$ cat config.mk
export PLATFORM = sky130hd
export DESIGN_NAME = obstacle_pause_velocity_gate_top
export DESIGN_NICKNAME = d
export VERILOG_FILES = /design/src/design/obpvg_pkg.sv /design/src/design/obstacle_pause_velocity_gate_top.sv
export SDC_FILE = /design/constraint.sdc
export NUM_CORES = 1
export LEC_CHECK = 0
export BUFFER_PORTS_ARGS = -buffer_cell sky130_fd_sc_hd__buf_2
export CORE_UTILIZATION = 57
export CTS_CLUSTER_DIAMETER = 80
export DETAILED_ROUTE_END_ITERATION = 12
export HOLD_SLACK_MARGIN = 0.06
export PLACE_DENSITY_LB_ADDON = 0.08
export SKIP_LAST_GASP = 1
export SLEW_MARGIN = 20
export SYNTH_ARGS = -nofsm -noshare
export SYNTH_HDL_FRONTEND = slang
export SYNTH_SLANG_ARGS = --single-unit
$ cat constraint.sdc
create_clock -name clk -period 11.65 [get_ports clk]
set_input_delay 2.9125 -clock clk [delete_from_list [all_inputs] [get_ports clk]]
set_output_delay 2.9125 -clock clk [all_outputs]
set_load 0.1 [all_outputs]
$ cat src/design/obpvg_pkg.sv
package obpvg_pkg;

  localparam int CMD_W      = 32;
  localparam int NUM_AXES   = 6;
  localparam int CFG_DATA_W = 32;
  localparam int CFG_IDX_W  = 3;

  typedef enum logic [1:0] {
    KIND_TICK  = 2'd0,
    KIND_FRONT = 2'd1,
    KIND_BACK  = 2'd2,
    KIND_CMD   = 2'd3
  } kind_t;

  typedef enum logic [1:0] {
    REASON_FORWARD = 2'd0,
    REASON_STALE   = 2'd1,
    REASON_PAUSED  = 2'd2,
    REASON_TRIGGER = 2'd3
  } reason_t;

  typedef logic [CFG_IDX_W-1:0] cfg_idx_t;

  localparam cfg_idx_t REG_STOP_DISTANCE = 3'd0;
  localparam cfg_idx_t REG_PAUSE_TICKS   = 3'd1;
  localparam cfg_idx_t REG_COOLDOWN      = 3'd2;
  localparam cfg_idx_t REG_SCAN_TIMEOUT  = 3'd3;
  localparam cfg_idx_t REG_CMD_TIMEOUT   = 3'd4;

  typedef logic signed [CMD_W-1:0] cmd_word_t;

endpackage

$ cat src/design/obstacle_pause_velocity_gate_top.sv
// Velocity gate: front and back scan samples, commands and ticks arrive on one input channel.
// One item can be accepted in every clock, except while a tick is held off. Only a tick
// produces a result, registered in the cycle after acceptance. A tick is held off only while
// the previous result still sits in the stalled output register; samples and commands are
// still accepted then. The nearest obstacle of each scan is committed on its last sample, and
// the output is zeroed when any source is stale, while a pause runs, and on the tick that
// starts a pause. Configuration writes are taken at any time (cfg_ready is tied high) and
// should only be issued while the block is idle.
module obstacle_pause_velocity_gate_top
  import obpvg_pkg::*;
#(
  parameter int TIMER_BITS = 20,
  parameter int RANGE_BITS = 16
) (
  input  logic                  clk,
  input  logic                  rst_n,

  input  logic                  in_valid,
  output logic                  in_stall,
  input  logic [1:0]            in_kind,
  input  logic [RANGE_BITS-1:0] in_range_mm,
  input  logic                  in_range_finite,
  input  logic [RANGE_BITS-1:0] in_range_lo_mm,
  input  logic [RANGE_BITS-1:0] in_range_hi_mm,
  input  logic                  in_end_of_scan,
  input  logic signed [31:0]    in_cmd_lin_x,
  input  logic signed [31:0]    in_cmd_lin_y,
  input  logic signed [31:0]    in_cmd_lin_z,
  input  logic signed [31:0]    in_cmd_ang_x,
  input  logic signed [31:0]    in_cmd_ang_y,
  input  logic signed [31:0]    in_cmd_ang_z,

  output logic                  out_valid,
  input  logic                  out_stall,
  output logic signed [31:0]    out_lin_x,
  output logic signed [31:0]    out_lin_y,
  output logic signed [31:0]    out_lin_z,
  output logic signed [31:0]    out_ang_x,
  output logic signed [31:0]    out_ang_y,
  output logic signed [31:0]    out_ang_z,
  output logic [1:0]            out_gate_reason,

  input  logic                  cfg_valid,
  output logic                  cfg_ready,
  input  logic [CFG_IDX_W-1:0]  cfg_index,
  input  logic [CFG_DATA_W-1:0] cfg_data
);

  localparam logic [RANGE_BITS-1:0] RANGE_ALL = '1;
  localparam logic [TIMER_BITS-1:0] AGE_ALL   = '1;

  // configuration
  logic [RANGE_BITS-1:0] stop_dist_r;
  logic [TIMER_BITS-1:0] pause_ticks_r, cooldown_r, scan_to_r, cmd_to_r;

  // scan and command state
  logic [RANGE_BITS-1:0] front_run_r, front_run_nxt, back_run_r, back_run_nxt;
  logic [RANGE_BITS-1:0] front_near_r, front_near_nxt, back_near_r, back_near_nxt;
  logic                  front_seen_r, front_seen_nxt, back_seen_r, back_seen_nxt;
  logic                  cmd_seen_r, cmd_seen_nxt;
  logic [TIMER_BITS-1:0] front_age_r, front_age_nxt, back_age_r, back_age_nxt;
  logic [TIMER_BITS-1:0] cmd_age_r, cmd_age_nxt;
  logic [TIMER_BITS-1:0] pause_left_r, pause_left_nxt;
  logic [TIMER_BITS:0]   hold_left_r, hold_left_nxt;
  cmd_word_t             held_cmd_r [NUM_AXES];
  cmd_word_t             in_cmd     [NUM_AXES];

  // result register
  logic                  out_valid_r, out_valid_nxt;
  cmd_word_t             out_cmd_r  [NUM_AXES];
  cmd_word_t             out_cmd_nxt[NUM_AXES];
  reason_t               reason_r, reason_nxt;

  kind_t                 kind;
  logic                  in_fire, tick_fire, cfg_fire;
  logic                  sample_ok, front_hit, back_hit;
  logic [RANGE_BITS-1:0] front_cand, back_cand;
  logic [TIMER_BITS-1:0] pause_dec;
  logic [TIMER_BITS:0]   hold_dec;
  logic                  fresh_all, obstacle, trigger;

  assign kind      = kind_t'(in_kind);
  assign in_stall  = out_valid_r && out_stall && (kind == KIND_TICK);
  assign in_fire   = in_valid && !in_stall;
  assign tick_fire = in_fire && (kind == KIND_TICK);
  assign cfg_ready = 1'b1;
  assign cfg_fire  = cfg_valid && cfg_ready;

  assign in_cmd[0] = in_cmd_lin_x;
  assign in_cmd[1] = in_cmd_lin_y;
  assign in_cmd[2] = in_cmd_lin_z;
  assign in_cmd[3] = in_cmd_ang_x;
  assign in_cmd[4] = in_cmd_ang_y;
  assign in_cmd[5] = in_cmd_ang_z;

  // sample inside the scanner limits; inverted limits reject everything
  assign sample_ok = in_range_finite && (in_range_mm >= in_range_lo_mm)
                     && (in_range_mm <= in_range_hi_mm);
  assign front_hit  = sample_ok && (in_range_mm < front_run_r);
  assign back_hit   = sample_ok && (in_range_mm < back_run_r);
  assign front_cand = front_hit ? in_range_mm : front_run_r;
  assign back_cand  = back_hit ? in_range_mm : back_run_r;

  assign pause_dec = (pause_left_r != '0) ? pause_left_r - 1'b1 : pause_left_r;
  assign hold_dec  = (hold_left_r != '0) ? hold_left_r - 1'b1 : hold_left_r;

  assign fresh_all = front_seen_r && (front_age_r <= scan_to_r)
                     && back_seen_r && (back_age_r <= scan_to_r)
                     && cmd_seen_r && (cmd_age_r <= cmd_to_r);

  // an empty scan commits all ones and never counts as an obstacle
  assign obstacle = ((front_near_r != RANGE_ALL) && (front_near_r <= stop_dist_r))
                    || ((back_near_r != RANGE_ALL) && (back_near_r <= stop_dist_r));

  assign trigger = fresh_all && (pause_dec == '0) && obstacle && (hold_dec == '0);

  always_comb begin
    front_run_nxt  = front_run_r;
    back_run_nxt   = back_run_r;
    front_near_nxt = front_near_r;
    back_near_nxt  = back_near_r;
    front_seen_nxt = front_seen_r;
    back_seen_nxt  = back_seen_r;
    cmd_seen_nxt   = cmd_seen_r;
    front_age_nxt  = front_age_r;
    back_age_nxt   = back_age_r;
    cmd_age_nxt    = cmd_age_r;
    pause_left_nxt = pause_left_r;
    hold_left_nxt  = hold_left_r;
    reason_nxt     = reason_r;
    for (int i = 0; i < NUM_AXES; i++) begin
      out_cmd_nxt[i] = out_cmd_r[i];
    end
    out_valid_nxt = out_valid_r && out_stall;

    if (in_fire) begin
      case (kind)
        KIND_FRONT: begin
          if (in_end_of_scan) begin
            front_near_nxt = front_cand;
            front_run_nxt  = RANGE_ALL;
            front_seen_nxt = 1'b1;
            front_age_nxt  = '0;
          end else begin
            front_run_nxt = front_cand;
          end
        end
        KIND_BACK: begin
          if (in_end_of_scan) begin
            back_near_nxt = back_cand;
            back_run_nxt  = RANGE_ALL;
            back_seen_nxt = 1'b1;
            back_age_nxt  = '0;
          end else begin
            back_run_nxt = back_cand;
          end
        end
        KIND_CMD: begin
          cmd_seen_nxt = 1'b1;
          cmd_age_nxt  = '0;
        end
        default: begin
          pause_left_nxt = pause_dec;
          hold_left_nxt  = hold_dec;
          if (!fresh_all) begin
            reason_nxt = REASON_STALE;
          end else if (pause_dec != '0) begin
            reason_nxt = REASON_PAUSED;
          end else if (trigger) begin
            pause_left_nxt = pause_ticks_r;
            hold_left_nxt  = {1'b0, pause_ticks_r} + {1'b0, cooldown_r};
            reason_nxt     = REASON_TRIGGER;
          end else begin
            reason_nxt = REASON_FORWARD;
          end
          for (int i = 0; i < NUM_AXES; i++) begin
            out_cmd_nxt[i] = (reason_nxt == REASON_FORWARD) ? held_cmd_r[i] : '0;
          end
          out_valid_nxt = 1'b1;
          // ages saturate at all ones, which is stale unless a timeout is set to all ones
          front_age_nxt = (front_age_r == AGE_ALL) ? AGE_ALL : front_age_r + 1'b1;
          back_age_nxt  = (back_age_r == AGE_ALL) ? AGE_ALL : back_age_r + 1'b1;
          cmd_age_nxt   = (cmd_age_r == AGE_ALL) ? AGE_ALL : cmd_age_r + 1'b1;
        end
      endcase
    end
  end

  always_ff @(posedge clk) begin
    if (!rst_n) begin
      stop_dist_r   <= RANGE_BITS'(800);
      pause_ticks_r <= TIMER_BITS'(200);
      cooldown_r    <= TIMER_BITS'(200);
      scan_to_r     <= TIMER_BITS'(10);
      cmd_to_r      <= TIMER_BITS'(10);
    end else if (cfg_fire) begin
      case (cfg_index)
        REG_STOP_DISTANCE: stop_dist_r   <= cfg_data[RANGE_BITS-1:0];
        REG_PAUSE_TICKS:   pause_ticks_r <= cfg_data[TIMER_BITS-1:0];
        REG_COOLDOWN:      cooldown_r    <= cfg_data[TIMER_BITS-1:0];
        REG_SCAN_TIMEOUT:  scan_to_r     <= cfg_data[TIMER_BITS-1:0];
        REG_CMD_TIMEOUT:   cmd_to_r      <= cfg_data[TIMER_BITS-1:0];
        default: ;
      endcase
    end
  end

  always_ff @(posedge clk) begin
    if (!rst_n) begin
      front_run_r  <= RANGE_ALL;
      back_run_r   <= RANGE_ALL;
      front_near_r <= RANGE_ALL;
      back_near_r  <= RANGE_ALL;
      front_seen_r <= 1'b0;
      back_seen_r  <= 1'b0;
      cmd_seen_r   <= 1'b0;
      front_age_r  <= '0;
      back_age_r   <= '0;
      cmd_age_r    <= '0;
      pause_left_r <= '0;
      hold_left_r  <= '0;
      out_valid_r  <= 1'b0;
      reason_r     <= REASON_FORWARD;
      for (int i = 0; i < NUM_AXES; i++) begin
        held_cmd_r[i] <= '0;
      end
    end else begin
      front_run_r  <= front_run_nxt;
      back_run_r   <= back_run_nxt;
      front_near_r <= front_near_nxt;
      back_near_r  <= back_near_nxt;
      front_seen_r <= front_seen_nxt;
      back_seen_r  <= back_seen_nxt;
      cmd_seen_r   <= cmd_seen_nxt;
      front_age_r  <= front_age_nxt;
      back_age_r   <= back_age_nxt;
      cmd_age_r    <= cmd_age_nxt;
      pause_left_r <= pause_left_nxt;
      hold_left_r  <= hold_left_nxt;
      out_valid_r  <= out_valid_nxt;
      reason_r     <= reason_nxt;
      if (in_fire && (kind == KIND_CMD)) begin
        for (int i = 0; i < NUM_AXES; i++) begin
          held_cmd_r[i] <= in_cmd[i];
        end
      end
    end
  end

  // result payload, loaded only when a tick is taken
  always_ff @(posedge clk) begin
    for (int i = 0; i < NUM_AXES; i++) begin
      out_cmd_r[i] <= out_cmd_nxt[i];
    end
  end

  assign out_valid       = out_valid_r;
  assign out_lin_x       = out_cmd_r[0];
  assign out_lin_y       = out_cmd_r[1];
  assign out_lin_z       = out_cmd_r[2];
  assign out_ang_x       = out_cmd_r[3];
  assign out_ang_y       = out_cmd_r[4];
  assign out_ang_z       = out_cmd_r[5];
  assign out_gate_reason = reason_r;

`ifndef NO_ASSERTIONS
  // the no-trigger window always covers the pause
  a_hold_covers_pause: assert property (@(posedge clk) disable iff (!rst_n)
    {1'b0, pause_left_r} <= hold_left_r)
    else $error("hold_left below pause_left");

  // a gated result carries zero velocity
  a_gated_zero: assert property (@(posedge clk) disable iff (!rst_n)
    (out_valid_r && (reason_r != REASON_FORWARD)) |->
      ((out_lin_x == '0) && (out_lin_y == '0) && (out_lin_z == '0)
       && (out_ang_x == '0) && (out_ang_y == '0) && (out_ang_z == '0)))
    else $error("gated result with nonzero velocity");

  // a trigger loads the full pause length
  a_trigger_loads: assert property (@(posedge clk) disable iff (!rst_n)
    (tick_fire && trigger) |=> (pause_left_r == $past(pause_ticks_r))
      && (reason_r == REASON_TRIGGER))
    else $error("trigger did not load pause timer");

  // every accepted tick gives a result in the next cycle
  a_tick_result: assert property (@(posedge clk) disable iff (!rst_n)
    tick_fire |=> out_valid_r)
    else $error("tick without result");
`endif

endmodule

==> metrics.yaml, run 1 <==
run_status:
  run_status: "complete, no violations"
detailed_routing:
  final_antenna_net_count: 0
  drtPass1Iterations: 5
  post_drt_wl_per_cell_um: 20.3
  dr_wl_met3_um: 5890
  routed-wl-met2_um: 41600
  wl_met1_um: 35300
  top_layer_used: "met5"
  viasPerCell: 5.84
  drcViolationCount: 0
  first_iter_violations: 2047
  vias: 24420
  wl_um: 84900
yosys:
  yosysTopAreaCellShare: 0.371
  avgSynthCellArea_um2: 10.3
  synth_top_family_by_area: "simple AND/OR/NAND/NOR gates"
  yosys.area.top_type: "edfxtp_1"
  synth.most_common_cell: "and2_1"
  yosys.area_share.xor_xnor: 0.00564
  synth_top_cells_by_area: "edfxtp_1, dfxtp_1, and2_1, ha_1, a21oi_1"
  ys_ff_latch: 651
  synth_async_sr_flop_share: 0
  seq_area_frac_synth: 0.543
  synthCells: 3011
  yosys_warnings: 0
  synth_edf_count: 384
  muxShareOfSynthArea: 0.0126
  synth_compound_gate_area_share: 0.128
  synth-main-ff-cell: "edfxtp_1"
  synth_cell_types: 80
  synth_fp_nets: 3482
  yosys-top-cells-count: "and2_1, edfxtp_1, nand2_1, dfxtp_1, a21oi_1"
  yosys.area_share.simple: 0.197
  yosys.area_share.adder: 0.0756
  synthesis.area_um2: 31100
timing:
  min_period_ps: 6850
  setup_viol: 0
  rsz0062_at_grt: "false"
  layout_setup_ws_ps: 4800
  fin_skew_ps: 31.0
  drv_slew: 0
  clock.fmax_ghz: 0.146
  relSlewSlack: 0.251
  setup_tns_ps: 0
  finalHoldViolCount: 0
  period_share: 0.588
  tightestPinTransition_ps: 1120
setup_path:
  crit_fanout: 4
  crit_type: "input port to output port"
  path_cells: "buf_2, inv_1, ha_1, nand3_1, inv_1, buf_2"
  r2r_slack_ps: 6740
  cp.depth: 6
  cp_slowest_stage_delay_ps: 420
  cp-end-kind: "output port"
  r2r-end: "out_cmd_r[0][28]$_SDFFCE_PP0P_"
  path_buf_inv: 4
  crit_family: "buffers and inverters"
  crit_slowest_cell: "buf_2"
  r2r_cells: 13
  crit_arrival_ps: 3940
  start_kind: "input port"
  reg2reg_from: "stop_dist_r[14]$_SDFFE_PN0P_"
  required_ps: 8740
worst_hold_path:
  hold_class: "flip-flop to flip-flop"
  min_path_cells: 2
  hp-start: "scan_to_r[16]$_SDFFE_PN0P_"
  holdPathEnd: "scan_to_r[16]$_SDFFE_PN0P_"
placement:
  finalWeightedCongestion: 0.888
  placed_cell_area_um2: 33900
  post-place-ws_ps: 4800
  dpl.hpwl_um: 59900
  port_buffers: 467
clock_tree:
  cts_setup_buffers: 0
  cts_max_level: 3
  clock_path_buffers: 3
  cts.clk_slew.worst_paths_ps: 60
  ctsHoldBuffers: 0
  cts_buffers: 71
  root_buffer: "clkbuf_16"
  cts_num_sinks: 651
  clk_latency_ps: 620
  cts_resized: 0
  cts_tree: "yes"
pwr:
  powerDensity_nw_per_um2: 156
  ir_drop_mv: 0.168
  power.leakage_nw: 15.2
die:
  pin_count: 481
  dieArea_um2: 55400
  start_util: 0.577
  coreArea_um2: 53800
  fp.dieH_um: 235
  rows: 85
  die_w_um: 235
job:
  cap_violations: 0
finish:
  fin_nets: 3894
  fillers: 4224
  syn_to_final_growth_pct: 17.1
  fin_area_um2: 36400
  drive_above_1_share: 0.183
grt:
  grt_max_degree: 160
  grt_overflow: 0
  grt_pass1_wl_um: 131000
  antenna_found_initial: 12
  grt_pass1_vias: 23148
  grt_usage: 0.299
[layer usage]
metal,global-route usage,vias up
li1,-,11589
met1,0.395,11830
met2,0.504,839
met3,0.0553,152
met4,0.0852,10
met5,0,-
[worst min-delay path, stage by stage, from the launching register on]
cell and delay, ps:
dfxtp_1 310, nand2_1 50, a21oi_1 50
[cells by family after synthesis]
group / Yosys count
adders and majority gates: 187
other: 1
muxes: 39
AOI/OAI and AO/OA: 638
buffers and inverters: 304
xor gates and xnor gates: 20
and+or+nand+nor: 1171
DFF: 651
[state kept, by name, summed over array words and instances (netlist names)]
signal / cells
held_cmd_r: 192
out_cmd_r: 192
hold_left_r: 21
back_age_r: 20
cmd_age_r: 20
cmd_to_r: 20
cooldown_r: 20
front_age_r: 20
pause_left_r: 20
pause_ticks_r: 20
scan_to_r: 20
back_near_r: 16
back_run_r: 16
front_near_r: 16
front_run_r: 16
stop_dist_r: 16
out_gate_reason: 2
back_seen_r: 1
cmd_seen_r: 1
front_seen_r: 1
out_valid: 1
[power breakdown]
part	leakage (nW)	internal [mW]	switching, mW
sequential	5.91	2.52	0.0482
clock	1.17	1.41	0.935
combinational	8.16	0.241	0.503
total	15.2	4.17	1.49
[area by class of cell]
| type | count | area, um2 | share of cell area |
|---|---|---|---|
| Clock buffer | 92 | 1910 | 0.0526 |
| Timing Repair Buffer | 485 | 2490 | 0.0684 |
| Clock inverter | 37 | 529 | 0.0146 |
| Sequential cell | 651 | 16900 | 0.464 |
| Multi-Input combinational cell | 2056 | 13100 | 0.359 |
| Inverter | 158 | 603 | 0.0166 |
| Antenna cell | 7 | 17.5 | 0.000482 |
| Tap cell | 696 | 871 | 0.0239 |
[through the flow]
stage / power (mW) / hold WS [ps] / util / cells
6_report: 5.66 / 453 / 0.676 / 4182
4_1_cts: 5.69 / 458 / 0.675 / 4175
2_1_floorplan: 3.15 / 426 / - / 3011
5_1_grt: 5.86 / 470 / 0.676 / 4179
3_3_place_gp: 3.33 / 441 / 0.630 / 4046
3_5_place_dp: 3.35 / 449 / 0.630 / 4046
[placed cells by master (no fill, tap or decap), types with 7 or more instances in the layout]
master,n
clkbuf_16,73
clkbuf_1,17
edfxtp_1,384
ha_1,186
nand2_1,287
buf_4,16
nor2b_1,18
nor3_1,49
o211ai_1,27
a21oi_1,254
clkinv_2,9
dfxtp_1,267
or4_1,13
o31ai_1,14
a211oi_1,13
a31oi_1,31
or2_2,8
a22oi_1,9
o21a_1,12
mux2i_1,38
o22a_1,16
and3_1,24
buf_2,467
a2111oi_0,9
a32oi_1,16
a21o_1,34
diode_2,7
o21ai_0,129
nand4_1,49
inv_1,156
nor4_1,19
a221oi_1,8
bufinv_16,11
nor2_1,181
nand3_1,74
nand2b_1,16
xnor2_1,18
and2_1,391
[worst max path at each step]
| stage | startpoint | end | slack [ps] |
|---|---|---|---|
| after floorplan | in_kind[0] | out_cmd_r[0][0]$_SDFFCE_PP0P_ | 1730 |
| final | in_kind[1] | in_stall | 4800 |
| after global routing | in_kind[1] | in_stall | 4710 |
| after global placement | in_kind[0] | in_stall | 4860 |
| after detailed placement | in_kind[1] | in_stall | 4800 |
| after CTS | in_kind[1] | in_stall | 4790 |
No activity file was read; power rests on OpenSTA's default activity.
==> run 2, diff against run 1 <==
- clock period: 11.65 -> 7.1 ns (I/O delays scaled with it)
==> run 2 against run 1 <==
Via count is essentially flat. Sequential power grew 64%. Cell area shrank 0.16%. Combinational power grew 65%. Cell count is essentially flat. Die area is the same. Clock power grew 58%. Critical path depth grew 5. Global-route usage grew 0.22 points. Clock skew shrank 5.0 ps. Highest routed layer unchanged.
==> metrics.yaml, run 2 (synthesis results as in run 1) <==
grt:
  grt_usage: 0.301  # was 0.299
  antenna_found_initial: 9  # was 12
  grt_overflow: 0  # unchanged
  grt_pass1_wl_um: 132000  # was 131000 um
  grt_pass1_vias: 23174  # was 23148
  grt_max_degree: 193  # was 160
die:
  coreArea_um2: 53800  # unchanged
  rows: 85  # unchanged
  die_w_um: 235  # unchanged
  start_util: 0.577  # unchanged
  pin_count: 481  # unchanged
  fp.dieH_um: 235  # unchanged
  dieArea_um2: 55400  # unchanged
detailed_routing:
  final_antenna_net_count: 0  # unchanged
  post_drt_wl_per_cell_um: 20.2  # was 20.3 um
  vias: 24428  # was 24420
  drcViolationCount: 0  # unchanged
  wl_um: 84600  # was 84900 um
  viasPerCell: 5.85  # was 5.84
  first_iter_violations: 2013  # was 2047
  drtPass1Iterations: 6  # was 5
placement:
  dpl.hpwl_um: 59900  # about the same
  port_buffers: 467  # unchanged
  finalWeightedCongestion: 0.905  # was 0.888
timing:
  holdWs_ps: 455  # was 453 ps
  rsz0062_at_grt: "false"  # unchanged
  setup_tns_ps: 0  # unchanged
  period_share: 0.659
  drv_slew: 0  # unchanged
  relSlewSlack: 0.295  # was 0.251
  min_period_ps: 4680
  setup_viol: 0  # unchanged
  tightestPinTransition_ps: 1060  # was 1120 ps
  fin_skew_ps: 26.0  # was 31.0 ps
  clock.fmax_ghz: 0.214
  finalHoldViolCount: 0  # unchanged
finish:
  fillers: 4212  # was 4224
  drive_above_1_share: 0.182  # was 0.183
  top_regs: "held_cmd_r x192, out_cmd_r x192, hold_left_r x21"  # unchanged
  fin_nets: 3894  # unchanged
  layout_common_cells: "buf_2, and2_1, edfxtp_1"  # unchanged
  syn_to_final_growth_pct: 16.9  # was 17.1%
  fin_util: 0.675  # was 0.676
  final_common_cell: "buf_2"  # unchanged
worst_hold_path:
  hold_class: "flip-flop to flip-flop"  # unchanged
clock_tree:
  clock_path_buffers: 3  # unchanged
  cts_max_level: 3  # unchanged
  cts_buffers: 70  # was 71
  cts_resized: 0  # unchanged
  root_buffer: "clkbuf_16"  # unchanged
  cts_tree: "yes"  # unchanged
  ctsHoldBuffers: 0  # unchanged
  cts.clk_slew.worst_paths_ps: 60  # about the same
  cts_setup_buffers: 0  # unchanged
  cts_num_sinks: 651  # unchanged
  clk_latency_ps: 620  # about the same
setup_path:
  crit_type: "input port to flip-flop"  # was input port to output port
  crit_fanout: 16  # was 4
  cp-end-kind: "flip-flop"  # was output port
  required_ps: 7620  # was 8740 ps
  endpoint: "front_run_r[1]$_SDFFE_PN1P_"  # was in_stall
  reg2reg_from: "hold_left_r[0]$_SDFFE_PN0P_"  # was stop_dist_r[14]$_SDFFE_PN0P_
  r2r_cells: 12  # was 13
  crit_arrival_ps: 5200  # was 3940 ps
  r2r-end: "out_cmd_r[0][3]$_SDFFCE_PP0P_"  # was out_cmd_r[0][28]$_SDFFCE_PP0P_
  r2r_slack_ps: 2730  # was 6740 ps
  start_kind: "input port"  # unchanged
  setup.worst_path.start: "in_range_mm[12]"  # was in_kind[1]
run_status:
  run_status: "complete, no violations"  # unchanged
pwr:
  ir_drop_mv: 0.212  # was 0.168 mV
  power.leakage_nw: 15.2  # about the same
  powerDensity_nw_per_um2: 252  # was 156 nW/um2
  power_mw: 9.14  # was 5.66 mW
job:
  cap_violations: 0  # unchanged
run 2: worst min-delay path by stage:
stage	start	to	slack, ps	cells past startpoint
final	stop_dist_r[14]$_SDFFE_PN0P_	stop_dist_r[14]$_SDFFE_PN0P_	450	2
after floorplan	front_seen_r$_SDFFE_PN0P_	front_seen_r$_SDFFE_PN0P_	430	1
after global routing	scan_to_r[6]$_SDFFE_PN0P_	scan_to_r[6]$_SDFFE_PN0P_	470	2
after global placement	scan_to_r[11]$_SDFFE_PN0P_	scan_to_r[11]$_SDFFE_PN0P_	440	2
after CTS	stop_dist_r[12]$_SDFFE_PN0P_	stop_dist_r[12]$_SDFFE_PN0P_	460	2
after detailed placement	stop_dist_r[12]$_SDFFE_PN0P_	stop_dist_r[12]$_SDFFE_PN0P_	450	2
run 2: report_power, final:
group	switching (mW)	internal, mW	leakage [nW]
clock	1.51	2.19	1.14
combinational	0.830	0.398	8.17
sequential	0.0766	4.13	5.91
run 2: metrics by stage:
| step | instance area (um2) | instances | worst slack [ps] |
|---|---|---|---|
| 6_report | 36300 | 4179 | 2420 |
| 5_1_grt | 36300 | 4174 | 2310 |
| 4_1_cts | 36300 | 4174 | 2480 |
| 3_5_place_dp | 33900 | 4047 | 1900 |
| 3_3_place_gp | 33900 | 4047 | 2010 |
| 2_1_floorplan | 31100 | 3011 | 55.3 |
run 2: metal layers:
layer	global-route usage	vias to the layer above	wire length, um
li1	-	11590	-
met1	0.402	11784	35200
met5	0	-	94
met3	0.0610	160	6110
met2	0.496	880	40800
met4	0.0921	14	2430
run 2: layout make-up:
cell class                 count  area (um2)  share of cell area
tap                          696         871              0.0240
clock buffer                  95        1950              0.0536
antenna                        5        12.5            0.000345
clock inverter                32         397              0.0109
timing repair buffer         486        2530              0.0697
multi-input combinational   2056       13100               0.360
sequential                   651       16900               0.465
inverter                     158         603              0.0166
run 2: critical path, stage by stage:
cell	delay (ps)
buf_2	160
ha_1	320
a21oi_1	160
nor2b_1	60
a2111oi_0	680
o211ai_1	210
a31o_2	290
nand3b_1	450
buf_4	370
a21bo_1	410
a32oi_1	300
